<file path="config.mk">
export PLATFORM = sky130hd
export DESIGN_NAME = lcqt_cross
export DESIGN_NICKNAME = d
export VERILOG_FILES = /design/src/rtl/lcqt_pkg.sv /design/src/rtl/lcqt_cross.sv
export SDC_FILE = /design/constraint.sdc
export NUM_CORES = 2
export LEC_CHECK = 0
export ABC_AREA = 1
export BUFFER_PORTS_ARGS = -buffer_cell sky130_fd_sc_hd__buf_2
export CORE_ASPECT_RATIO = 1.4
export CORE_MARGIN = 2
export CORE_UTILIZATION = 30
export DETAILED_ROUTE_END_ITERATION = 12
export PLACE_DENSITY = 0.47
export RECOVER_POWER = 25
export SLEW_MARGIN = 25
export SYNTH_ARGS = -nofsm -noshare
export SYNTH_HDL_FRONTEND = slang
export SYNTH_SLANG_ARGS = --single-unit
</file>
<file path="constraint.sdc">
create_clock -name clk -period 0.8 [get_ports clk]
set_input_delay 0.16 -clock clk [delete_from_list [all_inputs] [get_ports clk]]
set_output_delay 0.16 -clock clk [all_outputs]
set_load 0.01 [all_outputs]
</file>
<file path="src/rtl/lcqt_pkg.sv">
package lcqt_pkg;

    localparam int OUT_DATA_BITS = 56;
    localparam int NORM_BITS     = 18;

    // signals for one pipeline stage between two modules
    typedef struct packed {
        logic valid;
        logic advance;
    } stage_ctrl_t;

endpackage

</file>
<file path="src/rtl/lcqt_cross.sv">
module lcqt_cross
    import lcqt_pkg::*;
#(
    parameter int COORD_BITS = 8
)
(
    input  logic                           clk,
    input  logic                           rst_n,
    input  stage_ctrl_t                    ctrl,
    input  logic signed [COORD_BITS:0]     d_in [3][3],
    input  logic signed [2*COORD_BITS+2:0] r_in [3],
    input  logic [2*COORD_BITS+1:0]        dist_in [6],
    output logic                           valid_reg,
    output logic signed [COORD_BITS:0]     d0_reg [3],
    output logic signed [2*COORD_BITS+2:0] r_reg [3],
    output logic signed [2*COORD_BITS+2:0] t_reg [3],
    output logic signed [2*COORD_BITS+2:0] cxy_reg [3],
    output logic signed [2*COORD_BITS+2:0] cxz_reg [3],
    output logic signed [2*COORD_BITS+2:0] cyz_reg [3],
    output logic signed [2*COORD_BITS+2:0] n01_reg [3],
    output logic signed [2*COORD_BITS+2:0] n02_reg [3],
    output logic                           sym_reg
);

    localparam int DW = COORD_BITS + 1;
    localparam int XW = 2 * COORD_BITS + 3;

    typedef logic signed [DW-1:0] dv_t [3];
    typedef logic signed [XW-1:0] xv_t [3];

    function automatic xv_t cross3(input dv_t a, input dv_t b);
        xv_t o;
        o[0] = XW'(a[1]) * XW'(b[2]) - XW'(a[2]) * XW'(b[1]);
        o[1] = XW'(a[2]) * XW'(b[0]) - XW'(a[0]) * XW'(b[2]);
        o[2] = XW'(a[0]) * XW'(b[1]) - XW'(a[1]) * XW'(b[0]);
        return o;
    endfunction

    dv_t  row [3];
    dv_t  col [3];
    logic sym_next;
    // distances in order 01 02 03 12 13 23
    logic [2*COORD_BITS+1:0] d01, d02, d03, d12, d13, d23;

    always_comb
    begin
        for (int i = 0; i < 3; i++)
        begin
            for (int j = 0; j < 3; j++)
            begin
                row[i][j] = d_in[i][j];
                col[j][i] = d_in[i][j];
            end
        end
        d01 = dist_in[0];
        d02 = dist_in[1];
        d03 = dist_in[2];
        d12 = dist_in[3];
        d13 = dist_in[4];
        d23 = dist_in[5];
        sym_next = (d01 == d23) || ((d02 == d12) && (d03 == d13))
                || ((d02 == d03) && (d12 == d13))
                || (d02 == d13) || ((d01 == d12) && (d03 == d23))
                || ((d01 == d03) && (d12 == d23))
                || (d03 == d12) || ((d01 == d13) && (d02 == d23))
                || ((d01 == d02) && (d13 == d23));
    end

    always_ff @(posedge clk or negedge rst_n)
    begin
        if (!rst_n)
        begin
            valid_reg <= 1'b0;
        end
        else if (ctrl.advance)
        begin
            valid_reg <= ctrl.valid;
        end
    end

    always_ff @(posedge clk)
    begin
        if (ctrl.advance)
        begin
            d0_reg  <= row[0];
            r_reg   <= r_in;
            t_reg   <= cross3(row[1], row[2]);
            cxy_reg <= cross3(col[0], col[1]);
            cxz_reg <= cross3(col[0], col[2]);
            cyz_reg <= cross3(col[1], col[2]);
            n01_reg <= cross3(row[0], row[1]);
            n02_reg <= cross3(row[0], row[2]);
            sym_reg <= sym_next;
        end
    end

endmodule

</file>
Word-level counts from Yosys, hierarchy flattened
Cells that the tools add are included.
{"block": "totals", "register_bits": 333, "in_bits": 250, "out_inout_bits": 428, "elab_cells": 81}
{"block": "op_classes", "add_sub_neg": 13, "multipliers": 18, "n_eq_ne": 15, "n_reduce_logical": 14}
{"operator": "$mul 9x9->18", "n": 18}
{"operator": "$eq 18x18->1", "n": 15}
{"operator": "$sub 18x18->19", "n": 13}
{"operator": "$logic_or 1x1->1", "n": 8}
{"operator": "$logic_and 1x1->1", "n": 6}

Depth between registers and ports, before layout
{"block": "depth", "ltp_word": 10, "mapped_depth": 33, "ltp_nobuf": 30}

Least setup slack after synthesis
OpenSTA, ideal clock, no wires.
{"block": "synth_path", "path_type": "input to register", "from": "in d_in[0] (netlist name)", "to": "reg cxz_reg[31] (netlist name) (data pin)", "arrival_ps": 5516, "t_required_ps": 536, "path_slack_ps": -4980, "cell_stages": 21, "n_path_buf": 2, "cell_sequence": "clkbuf_1 -> clkbuf_1 -> nand2_1 -> inv_1 -> fa_1 -> fa_1 -> inv_1 -> fa_1 -> fa_1 -> inv_1 -> fa_1 -> inv_1 -> fa_1 -> fa_1 -> ha_1 -> nand2_1 -> inv_1 -> a21boi_0 -> nand2_1 -> a31oi_1 -> xor2_1"}
{"block": "synth_between", "elab_chain_cells": 2}
{"item": "from (decl)", "line": "lcqt_cross.sv:10", "source": "input logic signed [COORD_BITS:0] d_in [3][3],"}
{"item": "$mul 9x9->18", "line": "lcqt_cross.sv:34", "source": "o[1] = XW'(a[2]) * XW'(b[0]) - XW'(a[0]) * XW'(b[2]);"}
{"item": "$sub 18x18->19", "line": "lcqt_cross.sv:34"}
{"item": "to (signal assigned)", "line": "lcqt_cross.sv:89", "source": "cxz_reg <= cross3(col[0], col[2]);"}
{"item": "to (decl)", "line": "lcqt_cross.sv:18", "source": "output logic signed [2*COORD_BITS+2:0] cxz_reg [3],"}
Every way passes these cells.
A chain may end at the register's enable or synchronous reset.

Final worst setup path
{"block": "layout_path", "from": "in d_in[62] (netlist name)", "to": "reg cyz_reg[37] (netlist name) (data pin)"}
{"block": "layout_between", "elab_chain_cells": 2}
{"item": "$mul 9x9->18", "line": "lcqt_cross.sv:34"}
{"item": "$sub 18x18->19", "line": "lcqt_cross.sv:34"}
{"item": "to (signal assigned)", "line": "lcqt_cross.sv:90", "source": "cyz_reg <= cross3(col[1], col[2]);"}
{"item": "to (decl)", "line": "lcqt_cross.sv:19", "source": "output logic signed [2*COORD_BITS+2:0] cyz_reg [3],"}
Every way passes these cells.

==> impl_metrics.ini <==
[status]
run_status = finished, violations left
failed_checks = negative setup slack

[sta]
highest_attainable_clock_frequency_mhz = 197
clock-skew-final_ns = 0
timing.final.crit_period_ns = 5.07
layout_setup_ws_ns = -4.27
final.period_utilization = 6.34
timing.final.hold_violations = 0
endpoints_failing_setup = 848
timing.max_slew.rel_slack = 0.505
report.final.slew_viol_count = 0
grt_setup_unrepaired = yes
worst_slew_pin_slew_ns = 0.743

[die]
die_h_um = 627
fp-row-count = 228
coreArea_um2 = 276000
floorplan.initialDensity = 0.302
floorplan.io_pins = 678
die_width_um = 449
die-area_um2 = 282000

[setup_path]
slowest_delay_ns = 0.52
cp_data_required_time_ns = 1.21
crit_path_start_kind = input pin
critPathBufInv = 6
critical_path_arrival_ns = 5.48
category_of_cells_accounting_for_the_largest_share_of_critical_path_delay = adder cells
timing.reg2reg.worst_path_depth = 1
r2r_setup_slack_ns = 0.05
critical_path.slowest_cell = sky130_fd_sc_hd__fa_1
worstPathMaxFanout = 6
path_class = input pin to flop
worst_r2r_endpoint = valid_reg
worst_setup_path_end_kind = flop
critical_path.most_common_cell = sky130_fd_sc_hd__fa_1
timing.rr.start = valid_reg

[finish]
final_layout_size_suffix_gt1_frac = 0.336
finish.instance_area_um2 = 117000
number_of_inserted_filler_cells_in_the_final_layout = 27400
syn_to_final_growth_pct = 40.8
fin_nets = 14800

[synthesis]
synth_nets = 12800
number_of_instances_in_the_synthesized_netlist = 10200
synth_sequential_area_ratio = 0.119
yosys_warnings = 0
synth_top_flop_cell = sky130_fd_sc_hd__edfxtp_1
synthMostInstantiatedCell = sky130_fd_sc_hd__inv_1
total_of_flip_flops_plus_latches_after_synthesis = 329
synth_area_um2 = 83200
cell_variety_after_synth = 53
yosysTopAreaCell = sky130_fd_sc_hd__fa_1
synth_area_per_cell_um2 = 8.14
async_reset_ff_frac = 0.00304
synth_top_area_share = 0.352
synth_edf_count = 328
yosys-top-cells-area = sky130_fd_sc_hd__fa_1 35%, sky130_fd_sc_hd__ha_1 13%, sky130_fd_sc_hd__inv_1 12%, sky130_fd_sc_hd__edfxtp_1 12%, sky130_fd_sc_hd__nand2_1 11%
synthTopCellsByCount = 2,691 x sky130_fd_sc_hd__inv_1, 2,446 x sky130_fd_sc_hd__nand2_1, 1,463 x sky130_fd_sc_hd__fa_1, 838 x sky130_fd_sc_hd__ha_1, 389 x sky130_fd_sc_hd__nor2_1

[worst_hold_path]
hold_critical_path_endpoint = d0_reg[5]
worstHoldStart = d_in[59]
holdPathStages = 2
hold_class = input pin to flop

[clock_network]
clk_pin_slew_worst_paths_ns = 0.06
cts_tree = built
cts_max_path_buffers = 3
worstSkewPairLatency_ns = 0.64
cts_root_buffer = sky130_fd_sc_hd__clkbuf_16
htreeDepth = 2
number_of_buffers_created_by_cts = 40
numClockSinks = 329

[global_routing]
grt_max_degree = 31
antenna_found_initial = 35
number_of_global_route_vias_before_repair = 76600
grt_overflow_total = 0
track_usage = 0.212
wire_length_of_the_first_global_routing_pass_um = 454000

[place]
gp_congestion = 0.916
buffer_ports.inserted = 677
post_dp_cell_area_um2 = 104000
dpl_worst_slack_ns = -5.37
dpl.hpwl_um = 249000

[detailed_routing]
detailroute.via_count = 70700
via_per_inst = 4.41
postRouteWirelength_um = 300000
avg_wl_per_cell_um = 18.7
firstDrtPassIters = 5
drt_iter0_drc = 3091
drcViolationCount = 0
drtAntennaViolNets = 0

[job]
drv.max_cap_violation_count = 0
[area by class of cell]
type / count / area (um2) / share of cell area
inverter: 2699 / 10200 / 0.0874
timing repair buffer: 2586 / 22000 / 0.187
multi-input combinational: 6633 / 69000 / 0.590
clock buffer: 43 / 1010 / 0.00865
clock inverter: 30 / 322 / 0.00275
tap: 3680 / 4600 / 0.0393
antenna: 16 / 40.0 / 0.000342
sequential: 329 / 9870 / 0.0843
[cells by family (layout without fill, tap and decap cells)]
logic type / Yosys count / in the layout / share of synthesized area
XOR/XNOR: 503 / 503 / 0.0530
buffers and inverters: 3251 / 5358 / 0.154
other: 0 / 16 / 0
multiplexers: 1 / 1 / 0.000135
AO/OA/AOI/OAI: 546 / 546 / 0.0377
flip-flops: 329 / 329 / 0.119
AND/OR/NAND/NOR: 3282 / 3282 / 0.158
adder cells (fa/ha/maj): 2301 / 2301 / 0.478
[placed cells by master, fill, tap and decap left out, drive strengths merged, types with 3 or more instances in the layout]
cell type / Yosys / final
inv: 2699 / 2705
buf: 225 / 2496
nand2: 2455 / 2455
fa: 1463 / 1463
ha: 838 / 838
nor2: 404 / 404
edfxtp: 328 / 328
xor2: 255 / 255
nand3: 255 / 255
a21oi: 255 / 255
xnor2: 248 / 248
o21ai: 168 / 168
dlygate4sd3: 0 / 71
clkbuf: 327 / 58
or2: 56 / 56
nand4: 39 / 39
nor3: 38 / 38
a21o: 34 / 34
o21bai: 29 / 29
a31oi: 27 / 27
a21boi: 20 / 20
nand3b: 19 / 19
diode: 0 / 16
clkinv: 0 / 14
nor4: 13 / 13
clkinvlp: 0 / 6
bufinv: 0 / 4
bufbuf: 0 / 4
o21a: 3 / 3
a211oi: 3 / 3
[metal layers]
layer,track usage,share of wire
met1,0.251,0.40
met2,0.382,0.50
met3,0.0277,0.043
met4,0.0898,0.053
met5,0,0.00062
[repair_timing]
item | 4_1_cts | 5_1_grt
pin swaps | 450 | 589
gates cloned | 14 | 8
hold buffers | 71 | 0
resized for setup | 1062 | 730
endpoints found under the hold margin | 70 | 0
setup buffers | 202 | 136
endpoints found under the setup margin | 670 | 673
[stage by stage]
| stage | setup TNS (ns) | utilization | hold slack, ns | instances |
|---|---|---|---|---|
| floorplan | -856.18 | - | -0.136 | 10200 |
| global placement | -1138.99 | 0.378 | -0.0638 | 15500 |
| detailed placement | -1144.55 | 0.378 | -0.0607 | 15500 |
| CTS | -1080.33 | 0.410 | 0.00569 | 15900 |
| global route | -1150.27 | 0.425 | 0.0348 | 16000 |
| finish | -1073.99 | 0.425 | 0.0439 | 16000 |
[how the worst max path moves through the flow]
stage                     startpoint     endpoint  cells past startpoint
final                       d_in[62]  cyz_reg[37]                     26
after global routing        d_in[65]  cxy_reg[16]                     23
after CTS                   d_in[71]  cxy_reg[18]                     24
after detailed placement    d_in[19]  cxz_reg[54]                     25
after global placement      d_in[39]  cxy_reg[56]                     21
after floorplan             d_in[44]    t_reg[56]                     21
Power is not shown: default switching activity piles up to over one toggle a cycle in this logic, so the estimate is an artifact.
