File: config.mk
export PLATFORM = sky130hd
export DESIGN_NAME = lcqt_dot
export DESIGN_NICKNAME = d
export VERILOG_FILES = /design/src/rtl/lcqt_pkg.sv /design/src/rtl/lcqt_dot.sv
export SDC_FILE = /design/constraint.sdc
export NUM_CORES = 2
export LEC_CHECK = 0
export ABC_AREA = 0
export CAP_MARGIN = 30
export CORE_MARGIN = 2
export CORE_UTILIZATION = 55
export DETAILED_ROUTE_END_ITERATION = 12
export DONT_BUFFER_PORTS = 1
export GPL_TIMING_DRIVEN = 0
export MAX_ROUTING_LAYER = met4
export PLACE_DENSITY = 0.69
export SETUP_SLACK_MARGIN = 0.3
export SYNTH_ARGS = -nofsm -noshare
export SYNTH_HDL_FRONTEND = slang
export SYNTH_SLANG_ARGS = --single-unit
File: constraint.sdc
create_clock -name clk -period 6.9 [get_ports clk]
set_clock_uncertainty 0.15 [all_clocks]
set_input_delay 0.345 -clock clk [delete_from_list [all_inputs] [get_ports clk]]
set_output_delay 0.345 -clock clk [all_outputs]
set_load 0.02 [all_outputs]
File: src/rtl/lcqt_pkg.sv
package lcqt_pkg;

    localparam int OUT_DATA_BITS = 56;
    localparam int NORM_BITS     = 18;

    // signals for one pipeline stage between two modules
    typedef struct packed {
        logic valid;
        logic advance;
    } stage_ctrl_t;

endpackage

File: src/rtl/lcqt_dot.sv
module lcqt_dot
    import lcqt_pkg::*;
#(
    parameter int COORD_BITS = 8
)
(
    input  logic                           clk,
    input  logic                           rst_n,
    input  stage_ctrl_t                    ctrl_c,
    input  stage_ctrl_t                    ctrl_d,
    input  logic signed [COORD_BITS:0]     d0_in [3],
    input  logic signed [2*COORD_BITS+2:0] r_in [3],
    input  logic signed [2*COORD_BITS+2:0] t_in [3],
    input  logic signed [2*COORD_BITS+2:0] cxy_in [3],
    input  logic signed [2*COORD_BITS+2:0] cxz_in [3],
    input  logic signed [2*COORD_BITS+2:0] cyz_in [3],
    input  logic signed [2*COORD_BITS+2:0] n01_in [3],
    input  logic signed [2*COORD_BITS+2:0] n02_in [3],
    input  logic                           sym_in,
    output logic                           valid_c_reg,
    output logic                           valid_d_reg,
    output logic                           concyclic_reg,
    output logic signed [NORM_BITS-1:0]    normal_reg [3],
    output logic                           symmetric_reg
);

    localparam int C    = COORD_BITS;
    localparam int XW   = 2 * C + 3;
    localparam int PDW  = 3 * C + 4;
    localparam int DETW = 3 * C + 6;
    localparam int PRW  = 4 * C + 6;
    localparam int DOTW = 4 * C + 8;
    localparam int EXW  = XW + NORM_BITS;

    logic signed [XW-1:0]   cr [3];
    logic                   crnz_next;
    logic signed [PDW-1:0]  detp_next [3];
    logic signed [PRW-1:0]  dotp_next [3];
    logic signed [XW-1:0]   nrm_next [3];

    logic                   crnz_reg;
    logic                   sym_c_reg;
    logic signed [PDW-1:0]  detp_reg [3];
    logic signed [PRW-1:0]  dotp_reg [3];
    logic signed [XW-1:0]   nrm_reg [3];

    logic signed [DETW-1:0] det_sum;
    logic signed [DOTW-1:0] dot_sum;
    logic                   ok;
    logic signed [EXW-1:0]  ext [3];

    always_comb
    begin
        if ((cxy_in[0] != '0) || (cxy_in[1] != '0) || (cxy_in[2] != '0))
        begin
            cr = cxy_in;
        end
        else if ((cxz_in[0] != '0) || (cxz_in[1] != '0) || (cxz_in[2] != '0))
        begin
            cr = cxz_in;
        end
        else
        begin
            cr = cyz_in;
        end
        crnz_next = (cr[0] != '0) || (cr[1] != '0) || (cr[2] != '0);
        if ((n01_in[0] != '0) || (n01_in[1] != '0) || (n01_in[2] != '0))
        begin
            nrm_next = n01_in;
        end
        else
        begin
            nrm_next = n02_in;
        end
        for (int i = 0; i < 3; i++)
        begin
            detp_next[i] = PDW'(d0_in[i]) * PDW'(t_in[i]);
            dotp_next[i] = PRW'(cr[i]) * PRW'(r_in[i]);
        end
    end

    always_comb
    begin
        det_sum = DETW'(detp_reg[0]) + DETW'(detp_reg[1]) + DETW'(detp_reg[2]);
        dot_sum = DOTW'(dotp_reg[0]) + DOTW'(dotp_reg[1]) + DOTW'(dotp_reg[2]);
        ok = (det_sum == '0) && crnz_reg && (dot_sum == '0);
        for (int i = 0; i < 3; i++)
        begin
            ext[i] = EXW'(nrm_reg[i]);
        end
    end

    always_ff @(posedge clk or negedge rst_n)
    begin
        if (!rst_n)
        begin
            valid_c_reg <= 1'b0;
            valid_d_reg <= 1'b0;
        end
        else
        begin
            if (ctrl_c.advance)
            begin
                valid_c_reg <= ctrl_c.valid;
            end
            if (ctrl_d.advance)
            begin
                valid_d_reg <= ctrl_d.valid;
            end
        end
    end

    always_ff @(posedge clk)
    begin
        if (ctrl_c.advance)
        begin
            crnz_reg  <= crnz_next;
            sym_c_reg <= sym_in;
            detp_reg  <= detp_next;
            dotp_reg  <= dotp_next;
            nrm_reg   <= nrm_next;
        end
        if (ctrl_d.advance)
        begin
            concyclic_reg <= ok;
            symmetric_reg <= ok && sym_c_reg;
            for (int i = 0; i < 3; i++)
            begin
                normal_reg[i] <= ok ? ext[i][NORM_BITS-1:0] : '0;
            end
        end
    end

endmodule
# Word-level counts from Yosys, hierarchy flattened
# Cells that the tools add are included.
[word_totals]
ff_bits = 312
latchBits = 0
ramBits = 0
rom_bits = 0
inputBits = 433
out_inout_bits = 58
elab_cells = 56
mem_count = 0
[op_classes]
addsub = 4
n_mul = 6
div = 0
n_lt_le_gt_ge = 0
n_eq_ne = 0
shifts = 0
mux = 3
n_bitwise = 0
n_reduce_logical = 25
[op_table]
columns = ["op", "n"]
rows = [
  ["$reduce_bool A19 Y1", 12],
  ["$mul A19 B19 Y38", 3],
  ["$mux W57", 2],
  ["$mul A9 B19 Y28", 3],
  ["$mux W56", 1],
  ["$add A39 B38 Y40", 1],
  ["$logic_not A40 Y1", 1],
  ["$add A38 B38 Y39", 1],
  ["$add A29 B28 Y30", 1],
  ["$logic_not A30 Y1", 1],
  ["$add A28 B28 Y29", 1],
  ["$logic_or A1 B1 Y1", 8],
  ["$logic_and A1 B1 Y1", 3],
]

# Depth between registers and ports, before layout
[depth]
ltp_word = 8
depth_mapped = 36
mapped_depth_nobuf = 32

# Worst setup path after synthesis
# OpenSTA, ideal clock, no wires.
[synth_path]
path_kind = "input port to flip-flop"
from = "input cxz_in[15] (netlist bit)"
to = "register dotp_reg[110] (netlist bit), data pin"
setup_ps = 258
t_arrival_ps = 8400
required_time_ps = 6492
setup_slack_ps = -1908
stages = 32
path_buffers = 4
cell_sequence = "nor4_1 nand4_1 nor4_1 clkbuf_1 buf_1 a21oi_1 o21bai_1 clkbuf_1 clkbuf_1 nand2_1 fa_1 inv_1 fa_1 inv_1 fa_1 fa_1 fa_1 inv_1 fa_1 ha_1 ha_1 a21o_1 a21oi_1 o31ai_1 o31ai_1 o21ai_0 nand4_1 o211ai_1 or4b_2 a31o_2 a21oi_1 xnor2_1"
[synth_rtl]
columns = ["item", "line_no", "rtl"]
rows = [
  ["start: declaration", "lcqt_dot.sv:15", "input logic signed [2*COORD_BITS+2:0] cxz_in [3],"],
  ["end signal: assignment", "lcqt_dot.sv:120", "dotp_reg <= dotp_next;"],
  ["end: declaration", "lcqt_dot.sv:44", "logic signed [PRW-1:0] dotp_reg [3];"],
]

==> key figures <==
Yosys
  • Syn_area_per_cell: 9.72 um^2
  • Synthesis Warnings: 0
  • Combinational family with the most area after synthesis: adder cells
  • Synth unique cells: 85
  • EDFF count, synth: 310
  • Async SR Flop Fraction: 0.641%
  • Simple-Gate Fraction of Synth Area: 16.1%
  • Mapped Cells: 7697
  • Compound-Gate Fraction of Synth Area: 6.75%
  • Post-synthesis adder-cell area fraction: 52.4%
  • Xor/xnor share of the synthesized area: 2.56%
  • Synth Cell Area: 74800 um^2
  • Register area share after synthesis: 12.5%
  • Post-synthesis mux area share: 0.149%
  • Seq cells post-synth: 312
  • Prevailing post-synth register cell: edfxtp_1
  • Syn nets: 10300

Global routing
  • Initial antenna violation count: 18
  • Tot GR Track Use: 34.4%
  • First-pass GRT wire length: 354 mm
  • Gr ovfl total: 0
  • Vias in the first global route: 60200
  • Pin count of the biggest net entering global routing: 255

Place
  • Placed Instances: 9482
  • Area of placed instances: 78300 um^2
  • DP Wirelength: 186 mm
  • Port Buffers: 0
  • RePlAce Congestion: 1.08

Clock network
  • Skew-Pair Late Insertion Delay: 0.57 ns
  • Clock Path Buffers: 3
  • # H-tree levels: 2
  • CTS tree: yes
  • CTS clk-pin slew, worst paths: 0.06 ns
  • Sink Count: 312
  • Total CTS buffers: 35
  • Root Buffer: clkbuf_16

Critical path
  • Crit-path most repeated cell: fa_2
  • Crit Path Category: in2reg
  • CP max FO: 6
  • Reg2reg setup slack: 1.05 ns
  • Reg-to-reg startpoint: detp_reg[1]
  • CP max stage cell: fa_2
  • Crit path buf inv count: 9
  • Crit end category: flop
  • CP max stage delay: 0.59 ns
  • Largest delay contributor family on the critical path: adder cells
  • Startpoint types: input port
  • Crit Reg-Reg Endpoint: normal_reg[7]
  • Critical path required time: 7.07 ns
  • Worst EP arrival: 8.70 ns
  • Cells on worst reg2reg path: 16

Timing
  • Worst-Margin Slew: 1.53 ns
  • Fmax: 117 MHz
  • Final number of hold-violating endpoints: 0
  • Final WS setup: -1.63 ns
  • Minimum clock period: 8.53 ns
  • RSZ-0062 raised after global routing: yes
  • Crit share post-route: 124%
  • Fin Setup TNS: -60.47 ns
  • Slew HR: -1.87%
  • Pins Over Slew Limit: 49
  • Final setup vio count: 67

Die
  • Initial Util: 55.3%
  • Die width: 373 um
  • Die Footprint: 139000 um^2
  • Core Rows: 135
  • I/O pin count: 491
  • Core box area: 135000 um^2
  • DIE HEIGHT: 373 um

Finish
  • Final Cell Area: 85900 um^2
  • # nets final: 10700
  • Area Overhead vs Synth: 14.8%
  • Fill cells: 11100
  • Share of layout cells above drive strength 1: 12.1%
  • Max FFs per register: 114
  • Non-Filler Instances: 9877

Routing
  • Via density: 5.67
  • Final wirelength: 229 mm
  • Via count: 56000
  • Drt pass-1 iters: 6
  • Initial detailed-routing violation count: 3987
  • Antenna-violating nets left: 0
  • Drt drc: 0
  • Wirelength per Cell: 23.2 um

Status
  • Failing checks: slew limit, setup timing
  • Outcome: complete, but fails checks

Hold path
  • WHS Path Cells: 1
  • Worst Hold Class: in2reg
  • Hold path start: n01_in[3]
  • Hold EP: ext[3]

Run
  • # Max-Cap Violations: 0
==> layer usage <==
| layer | track usage, % | up-vias | share of wire (%) |
|---|---|---|---|
| met1 | 41.8 | 28500 | 38 |
| met5 | - | - | 0 |
| met2 | 55.8 | 2386 | 48 |
| met4 | 17.9 | 0 | 6.6 |
| met3 | 5.56 | 614 | 7.5 |
| li1 | - | 24500 | - |
==> logic make-up after synthesis <==
group | Yosys count
xor+xnor | 219
simple gates | 2340
fa+ha+maj | 2174
compound gates | 765
mux | 10
buf+inv | 1877
flops | 312
==> stage by stage <==
step	setup slack [ns]	utilization (%)	hold WS, ns
5_1_grt	-1.76	63.4	0.00626
6_report	-1.63	63.5	0.00895
2_1_floorplan	-1.08	-	-0.101
3_5_place_dp	-4.02	57.9	-0.101
4_1_cts	-1.58	62.0	0.00762
3_3_place_gp	-4.79	57.9	-0.101
==> layout make-up <==
type	count	area, um^2	share of cell area (%)
Multi-Input combinational cell	5508	61400	71.5
Clock buffer	48	945	1.10
Antenna cell	21	52.6	0.0612
Inverter	1534	5770	6.72
Clock inverter	14	178	0.207
Tap cell	1781	2230	2.60
Timing Repair Buffer	316	2980	3.47
Buffer	343	2980	3.47
Sequential cell	312	9360	10.9
==> how the worst max path moves through the flow <==
stage	from	end	slack (ns)	depth (start not counted)
6_report	cxz_in[50]	dotp_reg[37]	-1.63	34
5_1_grt	cxz_in[40]	dotp_reg[37]	-1.76	33
4_1_cts	cxz_in[8]	dotp_reg[37]	-1.58	31
3_5_place_dp	cxz_in[16]	dotp_reg[37]	-4.02	29
3_3_place_gp	cxz_in[50]	dotp_reg[36]	-4.79	25
2_1_floorplan	cxy_in[26]	dotp_reg[110]	-1.08	29
==> what timing repair did <==
| item | 4_1_cts | 5_1_grt |
|---|---|---|
| pin swaps | 124 | 158 |
| hold buffers | 118 | 0 |
| gates resized for setup | 457 | 310 |
| buffers inserted | 96 | 93 |
| cloned | 4 | 0 |
| setup endpoints to repair | 104 | 97 |
| endpoints found under the hold margin | 374 | 0 |
==> worst reg2reg max path: stages (launching register included) <==
cell      delay (ns)
edfxtp_1        0.43
fa_1            0.56
ha_1            0.20
inv_1           0.08
fa_1            0.44
nand2b_1        0.21
a211oi_1        0.23
o21ai_1         0.18
a31oi_1         0.31
a21oi_1         0.21
a21oi_1         0.34
mux2i_1         0.38
nand4_1         0.13
nor4_1          0.44
nand4_1         0.45
clkbuf_1        0.35
nor3_1          0.50
==> layout by cell type (no fill, tap or decap), drive strengths merged, types with 116 or more instances in the layout <==
master	n
fa	1596
inv	1530
nand2	851
and2	756
ha	578
edfxtp	310
buf	296
clkbuf	295
a21oi	233
nor2	206
xnor2	164
a21o	116
dlygate4sd3	116
==> cell usage after synthesis, types with 8 or more instances <==
master	number	area share (%)
a211o_1	14	0.16
o31a_1	9	0.11
nand2_1	851	4.3
o21bai_1	80	0.80
xnor2_1	164	1.9
o31ai_1	14	0.14
and2_1	756	6.3
a21oi_1	232	1.6
nor2b_1	32	0.27
nor3_2	40	0.54
clkbuf_1	288	1.4
nor3_1	72	0.48
o211ai_1	20	0.20
nand3_2	10	0.13
buf_1	30	0.15
a211oi_1	28	0.28
o2111ai_1	8	0.094
buf_6	11	0.17
edfxtp_1	310	12
inv_1	1531	7.7
o21a_1	36	0.36
fa_1	1596	43
and3_1	26	0.22
nand3_1	95	0.64
buf_2	12	0.080
a31oi_1	17	0.14
nand2b_1	89	0.74
a21o_1	116	1.2
xor2_1	55	0.64
nor4_1	72	0.60
nor2_1	206	1.0
ha_1	578	9.7
or2_2	25	0.21
nand4_1	28	0.23
o21ai_0	105	0.70
o22ai_1	10	0.084
Power is left out: the tool's default activity adds up to more than one toggle a clock period on the data nets, which glitch-free logic cannot reach.
